<file path="config.mk">
export PLATFORM = sky130hd
export DESIGN_NAME = irq_line_dispatch_table_top
export DESIGN_NICKNAME = d
export VERILOG_FILES = /design/src/hdl/ildt_pkg.sv /design/src/hdl/irq_line_dispatch_table_top.sv /design/src/hdl/ildt_front.sv /design/src/hdl/ildt_queue.sv /design/src/hdl/ildt_back.sv
export SDC_FILE = /design/constraint.sdc
export NUM_CORES = 2
export LEC_CHECK = 0
export BUFFER_PORTS_ARGS = -buffer_cell sky130_fd_sc_hd__buf_2
export CORE_ASPECT_RATIO = 1.75
export CORE_MARGIN = 4
export CORE_UTILIZATION = 46
export CTS_BUF_LIST = sky130_fd_sc_hd__clkbuf_8
export CTS_CLUSTER_DIAMETER = 100
export DETAILED_ROUTE_END_ITERATION = 8
export PLACE_DENSITY_LB_ADDON = 0.25
export SLEW_MARGIN = 40
export SYNTH_ARGS = -nofsm -noshare
export SYNTH_HDL_FRONTEND = slang
export SYNTH_SLANG_ARGS = --single-unit
</file>
<file path="constraint.sdc">
create_clock -name clock -period 9.1 [get_ports clock]
set_input_delay 0.91 -clock clock [delete_from_list [all_inputs] [get_ports clock]]
set_output_delay 0.91 -clock clock [all_outputs]
set_load 0.03 [all_outputs]
</file>
<file path="src/hdl/ildt_pkg.sv">
// Shared types and constants for the interrupt line dispatch table.
`timescale 1ns / 1ps
package ildt_pkg;
   typedef enum logic [2:0] {
      KIND_INSTALL = 3'd0, KIND_REMOVE = 3'd1, KIND_ADD = 3'd2, KIND_DROP = 3'd3,
      KIND_SUB = 3'd4, KIND_UNSUB = 3'd5, KIND_RAISE = 3'd6, KIND_POST = 3'd7
   } kind_type;

   typedef enum logic [2:0] {
      ACT_NONE = 3'd0, ACT_PRIMARY = 3'd1, ACT_SHARED = 3'd2, ACT_DELIVER = 3'd3,
      ACT_EOI = 3'd4, ACT_UNMASK = 3'd5, ACT_MASK = 3'd6
   } action_type;

   typedef enum logic [1:0] {
      ST_OK = 2'd0, ST_REJECT = 2'd1, ST_RANGE = 2'd2
   } status_type;

   typedef enum logic [1:0] {
      BK_IDLE, BK_SCAN, BK_DONE
   } back_state_type;

   localparam int PRIMARY_LINES = 16;
   localparam int VECTOR_BASE = 32;
   localparam int VECTOR_END = 48;

   typedef struct packed {
      kind_type    kind;
      logic [7:0]  number;
      logic [7:0]  line;
      logic        direct;
      status_type  status;
      action_type  action;
      logic [15:0] handler_id;
      logic [15:0] context_id;
      logic [7:0]  mailbox_id;
      logic [31:0] event_data;
      logic [31:0] tick;
   } cmd_type;
endpackage

</file>
<file path="src/hdl/irq_line_dispatch_table_top.sv">
// Top level of the interrupt line dispatch table.
`timescale 1ns / 1ps
// Commands enter on start while busy is low and go through a two-entry queue
// to the back end; busy is high only while that queue is full. The back end
// takes a command from the queue, which also reads the line's slot row, then
// walks the slots one per cycle, closes the walk and ends with the closing
// result. A primary command or a rejected or out-of-range command skips the
// walk; a shared table command walks SHARED_SLOTS slots, a subscription
// command or a posted event MAILBOX_SLOTS slots, and a raise looks up the
// primary handler before it walks the shared slots. Results appear one per
// cycle on rsp_valid with rsp_last on the final one; the receiver cannot
// stall them. A posted event with subscribers marks its final delivery as
// last; without subscribers it gives one closing result.
module irq_line_dispatch_table_top #(
   parameter int LINE_COUNT = 16,
   parameter int SHARED_SLOTS = 4,
   parameter int MAILBOX_SLOTS = 4
) (
   input  logic        clock,
   input  logic        reset,
   input  logic        start,
   output logic        busy,
   input  logic [2:0]  req_kind,
   input  logic [7:0]  req_number,
   input  logic [15:0] req_handler_id,
   input  logic [15:0] req_context_id,
   input  logic [7:0]  req_mailbox_id,
   input  logic [31:0] req_event_data,
   input  logic [31:0] req_tick,
   output logic        rsp_valid,
   output logic [1:0]  rsp_status,
   output logic [2:0]  rsp_action,
   output logic [15:0] rsp_target_handler,
   output logic [15:0] rsp_target_context,
   output logic [7:0]  rsp_target_mailbox,
   output logic [7:0]  rsp_line,
   output logic [31:0] rsp_delivered_data,
   output logic [31:0] rsp_delivered_tick,
   output logic        rsp_last
);
   import ildt_pkg::*;

   cmd_type fcmd, head;
   logic    q_empty, q_full, q_pop, back_busy;

   ildt_front #(.LINE_COUNT(LINE_COUNT)) u_front (
      .kind(req_kind), .number(req_number), .handler_id(req_handler_id),
      .context_id(req_context_id), .mailbox_id(req_mailbox_id),
      .event_data(req_event_data), .tick(req_tick), .cmd(fcmd)
   );

   ildt_queue u_queue (
      .clock(clock), .reset(reset), .push(start && !busy), .push_cmd(fcmd),
      .pop(q_pop), .empty(q_empty), .full(q_full), .head(head)
   );

   ildt_back #(
      .LINE_COUNT(LINE_COUNT), .SHARED_SLOTS(SHARED_SLOTS), .MAILBOX_SLOTS(MAILBOX_SLOTS)
   ) u_back (
      .clock(clock), .reset(reset), .q_empty(q_empty), .q_head(head), .q_pop(q_pop),
      .busy(back_busy), .rsp_valid(rsp_valid), .rsp_status(rsp_status),
      .rsp_action(rsp_action), .rsp_target_handler(rsp_target_handler),
      .rsp_target_context(rsp_target_context), .rsp_target_mailbox(rsp_target_mailbox),
      .rsp_line(rsp_line), .rsp_delivered_data(rsp_delivered_data),
      .rsp_delivered_tick(rsp_delivered_tick), .rsp_last(rsp_last)
   );

   assign busy = q_full || back_busy;
endmodule

</file>
<file path="src/hdl/ildt_front.sv">
// Front end: range and null checks and output line for each command.
`timescale 1ns / 1ps
module ildt_front #(
   parameter int LINE_COUNT = 16
) (
   input  logic [2:0]       kind,
   input  logic [7:0]       number,
   input  logic [15:0]      handler_id,
   input  logic [15:0]      context_id,
   input  logic [7:0]       mailbox_id,
   input  logic [31:0]      event_data,
   input  logic [31:0]      tick,
   output ildt_pkg::cmd_type cmd
);
   import ildt_pkg::*;

   always_comb begin
      cmd = '0;
      cmd.kind = kind_type'(kind);
      cmd.number = number;
      cmd.line = number;
      cmd.handler_id = handler_id;
      cmd.context_id = context_id;
      cmd.mailbox_id = mailbox_id;
      cmd.event_data = event_data;
      cmd.tick = tick;
      cmd.status = ST_OK;
      cmd.action = ACT_NONE;
      cmd.direct = 1'b0;
      unique case (kind_type'(kind))
         KIND_INSTALL, KIND_REMOVE: begin
            cmd.direct = 1'b1;
            if (number >= 8'(PRIMARY_LINES)) begin
               cmd.status = ST_RANGE;
            end else begin
               cmd.action = (kind_type'(kind) == KIND_INSTALL) ? ACT_UNMASK : ACT_MASK;
            end
         end
         KIND_ADD, KIND_DROP: begin
            if (number >= 8'(LINE_COUNT)) begin
               cmd.direct = 1'b1;
               cmd.status = ST_RANGE;
            end else if (handler_id == '0) begin
               cmd.direct = 1'b1;
               cmd.status = ST_REJECT;
            end
         end
         KIND_SUB, KIND_UNSUB: begin
            if (number >= 8'(LINE_COUNT)) begin
               cmd.direct = 1'b1;
               cmd.status = ST_RANGE;
            end else if (mailbox_id == '0) begin
               cmd.direct = 1'b1;
               cmd.status = ST_REJECT;
            end
         end
         KIND_RAISE: begin
            if (number < 8'(VECTOR_BASE) || number >= 8'(VECTOR_END)) begin
               cmd.direct = 1'b1;
               cmd.status = ST_RANGE;
            end else begin
               cmd.line = number - 8'(VECTOR_BASE);
            end
         end
         default: begin
            if (number >= 8'(LINE_COUNT)) begin
               cmd.direct = 1'b1;
               cmd.status = ST_RANGE;
            end
         end
      endcase
   end
endmodule

</file>
<file path="src/hdl/ildt_queue.sv">
// Two-entry command queue between front and back end.
`timescale 1ns / 1ps
module ildt_queue (
   input  logic              clock,
   input  logic              reset,
   input  logic              push,
   input  ildt_pkg::cmd_type push_cmd,
   input  logic              pop,
   output logic              empty,
   output logic              full,
   output ildt_pkg::cmd_type head
);
   import ildt_pkg::*;

   cmd_type    slot_ff [2];
   logic       wr_ff, wr_in, rd_ff, rd_in;
   logic [1:0] cnt_ff, cnt_in;

   assign empty = (cnt_ff == 2'd0);
   assign full = (cnt_ff == 2'd2);
   assign head = slot_ff[rd_ff];

   always_comb begin
      wr_in = wr_ff ^ push;
      rd_in = rd_ff ^ pop;
      cnt_in = cnt_ff + 2'(push) - 2'(pop);
   end

   always_ff @(posedge clock) begin
      if (reset) begin
         wr_ff <= 1'b0;
         rd_ff <= 1'b0;
         cnt_ff <= '0;
      end else begin
         wr_ff <= wr_in;
         rd_ff <= rd_in;
         cnt_ff <= cnt_in;
      end
      if (push) begin
         slot_ff[wr_ff] <= push_cmd;
      end
   end
endmodule

</file>
<file path="src/hdl/ildt_back.sv">
// Back end: table storage, slot scans and result sequencing.
`timescale 1ns / 1ps
module ildt_back #(
   parameter int LINE_COUNT = 16,
   parameter int SHARED_SLOTS = 4,
   parameter int MAILBOX_SLOTS = 4
) (
   input  logic              clock,
   input  logic              reset,
   input  logic              q_empty,
   input  ildt_pkg::cmd_type q_head,
   output logic              q_pop,
   output logic              busy,
   output logic              rsp_valid,
   output logic [1:0]        rsp_status,
   output logic [2:0]        rsp_action,
   output logic [15:0]       rsp_target_handler,
   output logic [15:0]       rsp_target_context,
   output logic [7:0]        rsp_target_mailbox,
   output logic [7:0]        rsp_line,
   output logic [31:0]       rsp_delivered_data,
   output logic [31:0]       rsp_delivered_tick,
   output logic              rsp_last
);
   import ildt_pkg::*;

   localparam int LW = $clog2(LINE_COUNT);
   localparam int SLOTS = (SHARED_SLOTS > MAILBOX_SLOTS) ? SHARED_SLOTS : MAILBOX_SLOTS;
   localparam int SW = (SLOTS > 1) ? $clog2(SLOTS) : 1;
   localparam int CW = $clog2(SLOTS + 1);
   localparam int SRW = SHARED_SLOTS * 32;
   localparam int BRW = MAILBOX_SLOTS * 8;

   logic [15:0]           prim_ff [PRIMARY_LINES];
   logic [SRW-1:0]        sh_mem_ff [LINE_COUNT];
   logic [BRW-1:0]        bx_mem_ff [LINE_COUNT];
   logic [LINE_COUNT-1:0] sh_vld_ff, bx_vld_ff;
   logic [SRW-1:0]        sh_rd_ff, sh_row, sh_new;
   logic [BRW-1:0]        bx_rd_ff, bx_row, bx_new;
   logic                  sh_rv_ff, bx_rv_ff;

   back_state_type state_ff, state_in;
   cmd_type        cmd_ff;
   logic [CW-1:0]  idx_ff, idx_in;
   logic           hit_ff, hit_in, free_ok_ff, free_ok_in, any_ff, any_in;
   logic [SW-1:0]  hit_at_ff, hit_at_in, free_at_ff, free_at_in;
   logic           prim_done_ff, prim_done_in;

   logic [LW-1:0]  li, qi;
   logic [CW-1:0]  nslots;
   logic           cur_used, cur_match, do_emit, emit_last;
   logic [15:0]    cur_h, cur_c;
   logic [7:0]     cur_b;
   logic [SW-1:0]  si;
   logic           emit_now;
   logic           is_shared;
   logic           later_used;

   assign li = cmd_ff.line[LW-1:0];
   assign qi = q_head.line[LW-1:0];
   assign si = idx_ff[SW-1:0];
   assign is_shared = (cmd_ff.kind == KIND_ADD || cmd_ff.kind == KIND_DROP ||
                       cmd_ff.kind == KIND_RAISE);
   assign nslots = is_shared ? CW'(SHARED_SLOTS) : CW'(MAILBOX_SLOTS);
   assign sh_row = sh_rv_ff ? sh_rd_ff : '0;
   assign bx_row = bx_rv_ff ? bx_rd_ff : '0;

   always_comb begin
      cur_h = '0;
      cur_c = '0;
      cur_b = '0;
      if (idx_ff < nslots) begin
         if (is_shared) begin
            cur_h = sh_row[int'(si) * 32 + 16 +: 16];
            cur_c = sh_row[int'(si) * 32 +: 16];
         end else begin
            cur_b = bx_row[int'(si) * 8 +: 8];
         end
      end
      cur_used = is_shared ? (cur_h != '0) : (cur_b != '0);
      cur_match = is_shared ? (cur_h == cmd_ff.handler_id && cur_c == cmd_ff.context_id)
                            : (cur_b == cmd_ff.mailbox_id);
   end

   always_comb begin
      later_used = 1'b0;
      for (int s = 0; s < MAILBOX_SLOTS; s++) begin
         if (CW'(s) > idx_ff && bx_row[s * 8 +: 8] != '0) begin
            later_used = 1'b1;
         end
      end
   end

   always_comb begin
      sh_new = sh_row;
      bx_new = bx_row;
      case (cmd_ff.kind)
         KIND_ADD: if (!hit_ff && free_ok_ff) begin
            sh_new[int'(free_at_ff) * 32 +: 32] = {cmd_ff.handler_id, cmd_ff.context_id};
         end
         KIND_DROP: if (hit_ff) begin
            sh_new[int'(hit_at_ff) * 32 +: 32] = '0;
         end
         KIND_SUB: if (!hit_ff && free_ok_ff) begin
            bx_new[int'(free_at_ff) * 8 +: 8] = cmd_ff.mailbox_id;
         end
         KIND_UNSUB: if (hit_ff) begin
            bx_new[int'(hit_at_ff) * 8 +: 8] = '0;
         end
         default: ;
      endcase
   end

   always_comb begin
      state_in = state_ff;
      idx_in = idx_ff;
      hit_in = hit_ff;
      hit_at_in = hit_at_ff;
      free_ok_in = free_ok_ff;
      free_at_in = free_at_ff;
      any_in = any_ff;
      prim_done_in = prim_done_ff;
      q_pop = 1'b0;
      unique case (state_ff)
         BK_IDLE: begin
            if (!q_empty) begin
               q_pop = 1'b1;
               idx_in = '0;
               hit_in = 1'b0;
               free_ok_in = 1'b0;
               any_in = 1'b0;
               prim_done_in = 1'b0;
               state_in = q_head.direct ? BK_DONE : BK_SCAN;
            end
         end
         BK_SCAN: begin
            if (cmd_ff.kind == KIND_RAISE && !prim_done_ff) begin
               prim_done_in = 1'b1;
            end else if (idx_ff < nslots) begin
               idx_in = idx_ff + CW'(1);
               if (!hit_ff && cur_used && cur_match) begin
                  hit_in = 1'b1;
                  hit_at_in = si;
               end
               if (!free_ok_ff && !cur_used) begin
                  free_ok_in = 1'b1;
                  free_at_in = si;
               end
               if (cur_used) begin
                  any_in = 1'b1;
               end
            end else begin
               state_in = BK_DONE;
            end
         end
         BK_DONE: begin
            state_in = BK_IDLE;
         end
         default: state_in = BK_IDLE;
      endcase
   end

   assign busy = 1'b0;

   always_comb begin
      do_emit = 1'b0;
      emit_last = 1'b0;
      emit_now = 1'b0;
      rsp_status = ST_OK;
      rsp_action = ACT_NONE;
      rsp_target_handler = '0;
      rsp_target_context = '0;
      rsp_target_mailbox = '0;
      rsp_line = cmd_ff.line;
      rsp_delivered_data = '0;
      rsp_delivered_tick = '0;
      if (state_ff == BK_SCAN) begin
         if (cmd_ff.kind == KIND_RAISE) begin
            if (!prim_done_ff) begin
               do_emit = (prim_ff[cmd_ff.line[3:0]] != '0);
               rsp_action = ACT_PRIMARY;
               rsp_target_handler = prim_ff[cmd_ff.line[3:0]];
            end else if (idx_ff < nslots && cur_used) begin
               do_emit = 1'b1;
               rsp_action = ACT_SHARED;
               rsp_target_handler = cur_h;
               rsp_target_context = cur_c;
            end
         end else if (cmd_ff.kind == KIND_POST && idx_ff < nslots && cur_used) begin
            do_emit = 1'b1;
            emit_last = !later_used;
            rsp_action = ACT_DELIVER;
            rsp_target_mailbox = cur_b;
            rsp_delivered_data = cmd_ff.event_data;
            rsp_delivered_tick = cmd_ff.tick;
         end
      end else if (state_ff == BK_DONE) begin
         do_emit = 1'b1;
         emit_last = 1'b1;
         rsp_status = cmd_ff.status;
         rsp_action = cmd_ff.action;
         if (!cmd_ff.direct) begin
            case (cmd_ff.kind)
               KIND_ADD, KIND_SUB: begin
                  if (hit_ff) begin
                     rsp_action = ACT_NONE;
                  end else if (free_ok_ff) begin
                     rsp_action = ACT_UNMASK;
                  end else begin
                     rsp_status = ST_REJECT;
                  end
               end
               KIND_DROP, KIND_UNSUB: begin
                  if (!hit_ff) begin
                     rsp_status = ST_REJECT;
                  end
               end
               KIND_RAISE: rsp_action = ACT_EOI;
               default: begin
                  if (any_ff) begin
                     do_emit = 1'b0;
                  end
               end
            endcase
         end
      end
      emit_now = do_emit;
      rsp_valid = emit_now;
      rsp_last = emit_last;
   end

   always_ff @(posedge clock) begin
      if (reset) begin
         state_ff <= BK_IDLE;
      end else begin
         state_ff <= state_in;
      end
      idx_ff <= idx_in;
      hit_ff <= hit_in;
      hit_at_ff <= hit_at_in;
      free_ok_ff <= free_ok_in;
      free_at_ff <= free_at_in;
      any_ff <= any_in;
      prim_done_ff <= prim_done_in;
      if (q_pop) begin
         cmd_ff <= q_head;
      end
   end

   always_ff @(posedge clock) begin
      if (reset) begin
         for (int l = 0; l < PRIMARY_LINES; l++) prim_ff[l] <= '0;
         sh_vld_ff <= '0;
         bx_vld_ff <= '0;
      end else if (state_ff == BK_DONE) begin
         if (cmd_ff.direct) begin
            if (cmd_ff.status == ST_OK &&
                (cmd_ff.kind == KIND_INSTALL || cmd_ff.kind == KIND_REMOVE)) begin
               prim_ff[cmd_ff.number[3:0]] <=
                  (cmd_ff.kind == KIND_INSTALL) ? cmd_ff.handler_id : '0;
            end
         end else if (cmd_ff.kind == KIND_ADD || cmd_ff.kind == KIND_DROP) begin
            sh_vld_ff[li] <= 1'b1;
         end else if (cmd_ff.kind == KIND_SUB || cmd_ff.kind == KIND_UNSUB) begin
            bx_vld_ff[li] <= 1'b1;
         end
      end
   end

   always_ff @(posedge clock) begin
      if (q_pop) begin
         sh_rd_ff <= sh_mem_ff[qi];
         bx_rd_ff <= bx_mem_ff[qi];
         sh_rv_ff <= sh_vld_ff[qi];
         bx_rv_ff <= bx_vld_ff[qi];
      end
      if (state_ff == BK_DONE && !cmd_ff.direct) begin
         if (cmd_ff.kind == KIND_ADD || cmd_ff.kind == KIND_DROP) begin
            sh_mem_ff[li] <= sh_new;
         end
         if (cmd_ff.kind == KIND_SUB || cmd_ff.kind == KIND_UNSUB) begin
            bx_mem_ff[li] <= bx_new;
         end
      end
   end
endmodule

</file>
==> run_results.csv <==
group,metric,value,unit
cts,cts-buffers-inserted,463,
sta,tightest_slew,1.01,ns
routing,antenna_left,0,
synthesis,syn_nets,10200,
setup_path,cp.required,8.19,ns
synthesis,synth_cell_type_count,70,
cts,ctsResizeCount,0,
setup_path,slowest_delay,0.65,ns
hold_path,hold_depth,1,
place,io_buffers,237,
setup_path,r2r_setup_slack,4.39,ns
global_route,grt_pass1_vias,86500,
floorplanning,die_w,419,um
place,dp_hpwl,218,mm
cts,cts_root_buf,"clkbuf_8",
floorplanning,die_h,727,um
global_route,grt_pass1_wl,582,mm
setup_path,path_buf_inv,4,
setup_path,reg2reg_to,"u_back.bx_rd_ff[15]",
routing,via_count,87700,
setup_path,r2r-start,"u_queue.rd_ff",
floorplanning,rows,263,
sta,fmax,159,MHz
cells_and_area,finalNetCount,10400,
global_route,antenna_found_initial,27,
setup_path,cp_slowest_cell,"buf_4",
global_route,grt_max_degree,192,
sta,tns,0,ns
floorplanning,design.core.area,294000,um2
setup_path,cp_top_family,"buffers and inverters",
setup_path,worst-path-max-fanout,64,
cts,cts_tree,"done",
sta,setup_violations,0,
routing,drt_first_pass_iters,6,
sta,period_needed,6.28,ns
synthesis,synth_ff_type,"edfxtp_1",
synthesis,ys_ff_latch,3394,
synthesis,yosysSeqAreaShare,74.7,%
power,swShare,35.1,%
setup_path,crit_arrival,5.37,ns
power,p_per_area,289,nW/um2
routing,viasPerCell,6.03,
setup_path,critPathLaunchType,"flop",
routing,wire_per_inst,27.9,um
routing,wl,406,mm
sta,rsz0062_at_grt,"false",
power,p_comb_share,26.9,%
cts,cts_setup_buffers,0,
synthesis,yosysWarnings,0,
cts,insertion_delay,1.13,ns
setup_path,cp-end-kind,"output port",
setup_path,r2r_cells,10,
power,ir_drop,0.247,mV
cts,path_clk_slew,0.07,ns
setup_path,cpMostUsedCell,"buf_4",
hold_path,hp-class,"primary input to flop",
sta,fin_ws,2.82,ns
synthesis,synth_area,136000,um2
global_route,grt_overflow,0,
sta,hold_viol_final,0,
sta,fin_crit_sh,69.1,%
status,status,"finished, final reports clean",
power,p_int,28.4,mW
floorplanning,ios,238,
sta,maxSlewHeadroom,32.4,%
cells_and_area,syn_to_final_growth,11.4,%
routing,drt-initial-drc-count,10200,
setup_path,crit_chain,"buf_4 > buf_4 > mux2_2 > o21ai_0 > a21o_1 > a31oi_1 > o31ai_4 > nor4_4 > buf_4 > and2_1 > buf_2",
power,clkPwrFrac,25.0,%
sta,final_max_slew_viol_count,0,
floorplanning,start_util,46.3,%
cells_and_area,drive_gt1_share,12.6,%
hold_path,min_from,"req_number[1]",
power,p_seq_share,48.1,%
routing,remaining_drc_errors,0,
power,p_total,43.7,mW
synthesis,post_synth.cell_area_avg,13.5,um2
cts,htreeDepth,5,
sta,fin_skew,0.0996,ns
synthesis,async_reset_ff_share,0,%
sta,hold-worst-slack,0.0857,ns
setup_path,criticalPathCategory,"flop to output port",
place,place_congestion,0.927,
cts,clockBufferDepth,4,
power,p_switching,15.4,mW
flow_run,drv_cap,0,
synthesis,synth-edff-count,3352,
place,place_ws,3.95,ns
synthesis,syn_inst,10000,
power,p_leak,52.0,nW
floorplanning,die_area,304000,um2
global_route,gr-usage-all-layers,25.9,%
hold_path,min_to,"u_queue.slot_ff[0][119]",
cts,cts_sinks,3394,
[power groups by stage]
stage | Sequential (mW) | Clock, mW | Combinational [mW]
2_1_floorplan | 20.7 | 0 | 7.60
3_3_place_gp | 21.4 | 0 | 11.1
3_5_place_dp | 21.3 | 0 | 11.5
4_1_cts | 21.0 | 11.1 | 11.6
5_1_grt | 21.0 | 11.8 | 12.6
6_report | 21.0 | 10.9 | 11.8
[state kept, by name (all words and copies together) (netlist names), 2 cells and up, named ones only]
name,cells
u_queue.cnt_ff,2
u_back.hit_at_ff,2
u_back.bx_vld_ff,16
u_queue.slot_ff,242
u_back.bx_rd_ff,32
u_back.bx_mem_ff,512
u_back.idx_ff,3
u_back.sh_vld_ff,16
u_back.sh_rd_ff,128
u_back.rsp_line,8
u_back.prim_ff,256
u_back.state_ff,2
u_back.cmd_ff,113
u_back.free_at_ff,2
u_back.sh_mem_ff,2048
[timing repair]
action                                  in CTS  in global routing
hold endpoints to repair                   178                  0
hold buffers                                89                  0
endpoints found under the setup margin       0                  0
[cells in the final DEF, fill, tap and decap left out, types with 126 or more instances in the layout]
cell type and instances:
nor2_1 382, a22o_1 135, edfxtp_1 3352, mux2_2 126, nand2_1 2696, a311oi_1 324, clkbuf_8 474, buf_2 241
inv_1 160, a31oi_1 164, and3_1 163, nand3_1 1310
[synthesized netlist by cell type (13+ instances only)]
cell type / n / area share (%)
edfxtp_1: 3352 / 74
nand2_1: 2699 / 7.5
nand3_1: 1312 / 4.8
clkbuf_1: 624 / 1.7
nor2_1: 424 / 1.2
a311oi_1: 324 / 2.1
a31oi_1: 164 / 0.76
and3_1: 163 / 0.75
a22o_1: 135 / 0.87
mux2_2: 126 / 1.0
mux4_2: 91 / 1.5
and2_1: 75 / 0.35
mux2i_1: 46 / 0.34
dfxtp_1: 42 / 0.62
nand2b_1: 31 / 0.14
o22ai_1: 31 / 0.14
a32oi_1: 29 / 0.19
buf_2: 27 / 0.099
o21ai_0: 26 / 0.096
xnor2_1: 23 / 0.15
nor4_1: 22 / 0.10
buf_1: 21 / 0.058
inv_1: 21 / 0.058
nand4_1: 17 / 0.078
o21ai_1: 17 / 0.063
xor2_1: 16 / 0.10
a21oi_1: 13 / 0.048
ha_1: 13 / 0.12
o22a_1: 13 / 0.084
[worst register-to-register path, cell delays in order (launching register included)]
cell	delay (ns)
dfxtp_4	0.61
mux2i_4	0.39
buf_4	0.66
buf_12	0.42
buf_16	0.46
buf_12	0.60
nand2_1	0.14
and3_1	0.19
a311oi_1	0.31
a311oi_1	0.10
a31oi_1	0.56
[final cells by class]
cell class,count,area (um2)
tap,3842,4810
timing repair buffer,515,4330
inverter,25,124
sequential,3394,102000
antenna,15,37.5
multi-input combinational,5916,32100
clock inverter,360,1900
fill,24500,142000
clock buffer,474,6520
[layer usage]
| layer | share of wire, % | GRT usage [%] | vias to the layer above |
|---|---|---|---|
| met1 | 36 | 31.5 | 44300 |
| met5 | 0.012 | 0 | - |
| li1 | - | - | 37800 |
| met4 | 6.8 | 15.5 | 8 |
| met3 | 8.5 | 4.51 | 1080 |
| met2 | 49 | 43.4 | 4600 |
[kinds of logic (layout without fill, tap and decap cells)]
family                   after synthesis  after routing  share of synthesized area, %
AO/OA/AOI/OAI                        793            793                          4.61
XOR/XNOR                              39             39                         0.252
adder cells (fa/ha/maj)               14             14                         0.127
buffers and inverters                721           1374                          2.12
flip-flops                          3394           3394                          74.7
multiplexers                         267            267                          2.93
other                                  0             15                             0
AND/OR/NAND/NOR                     4803           4803                          15.2
[worst max path at each step]
stage	from	end	cells after the start
after floorplan	u_back.state_ff[1]	u_queue.cnt_ff[1]	9
after global placement	u_back.idx_ff[0]	rsp_delivered_data[4]	11
after detailed placement	u_back.idx_ff[0]	rsp_delivered_data[15]	11
after CTS	u_back.idx_ff[0]	rsp_delivered_data[15]	11
after global routing	u_back.idx_ff[0]	rsp_delivered_data[11]	11
final	u_back.idx_ff[0]	rsp_delivered_data[11]	11
[metrics by stage]
stage	cells	util [%]	area (um2)
finish	14500	51.5	151000
global route	14500	51.5	151000
CTS	14500	51.5	151000
detailed placement	13600	48.3	142000
global placement	13600	48.1	141000
floorplan	10000	-	136000
No activity file was read; power rests on OpenSTA's default activity.
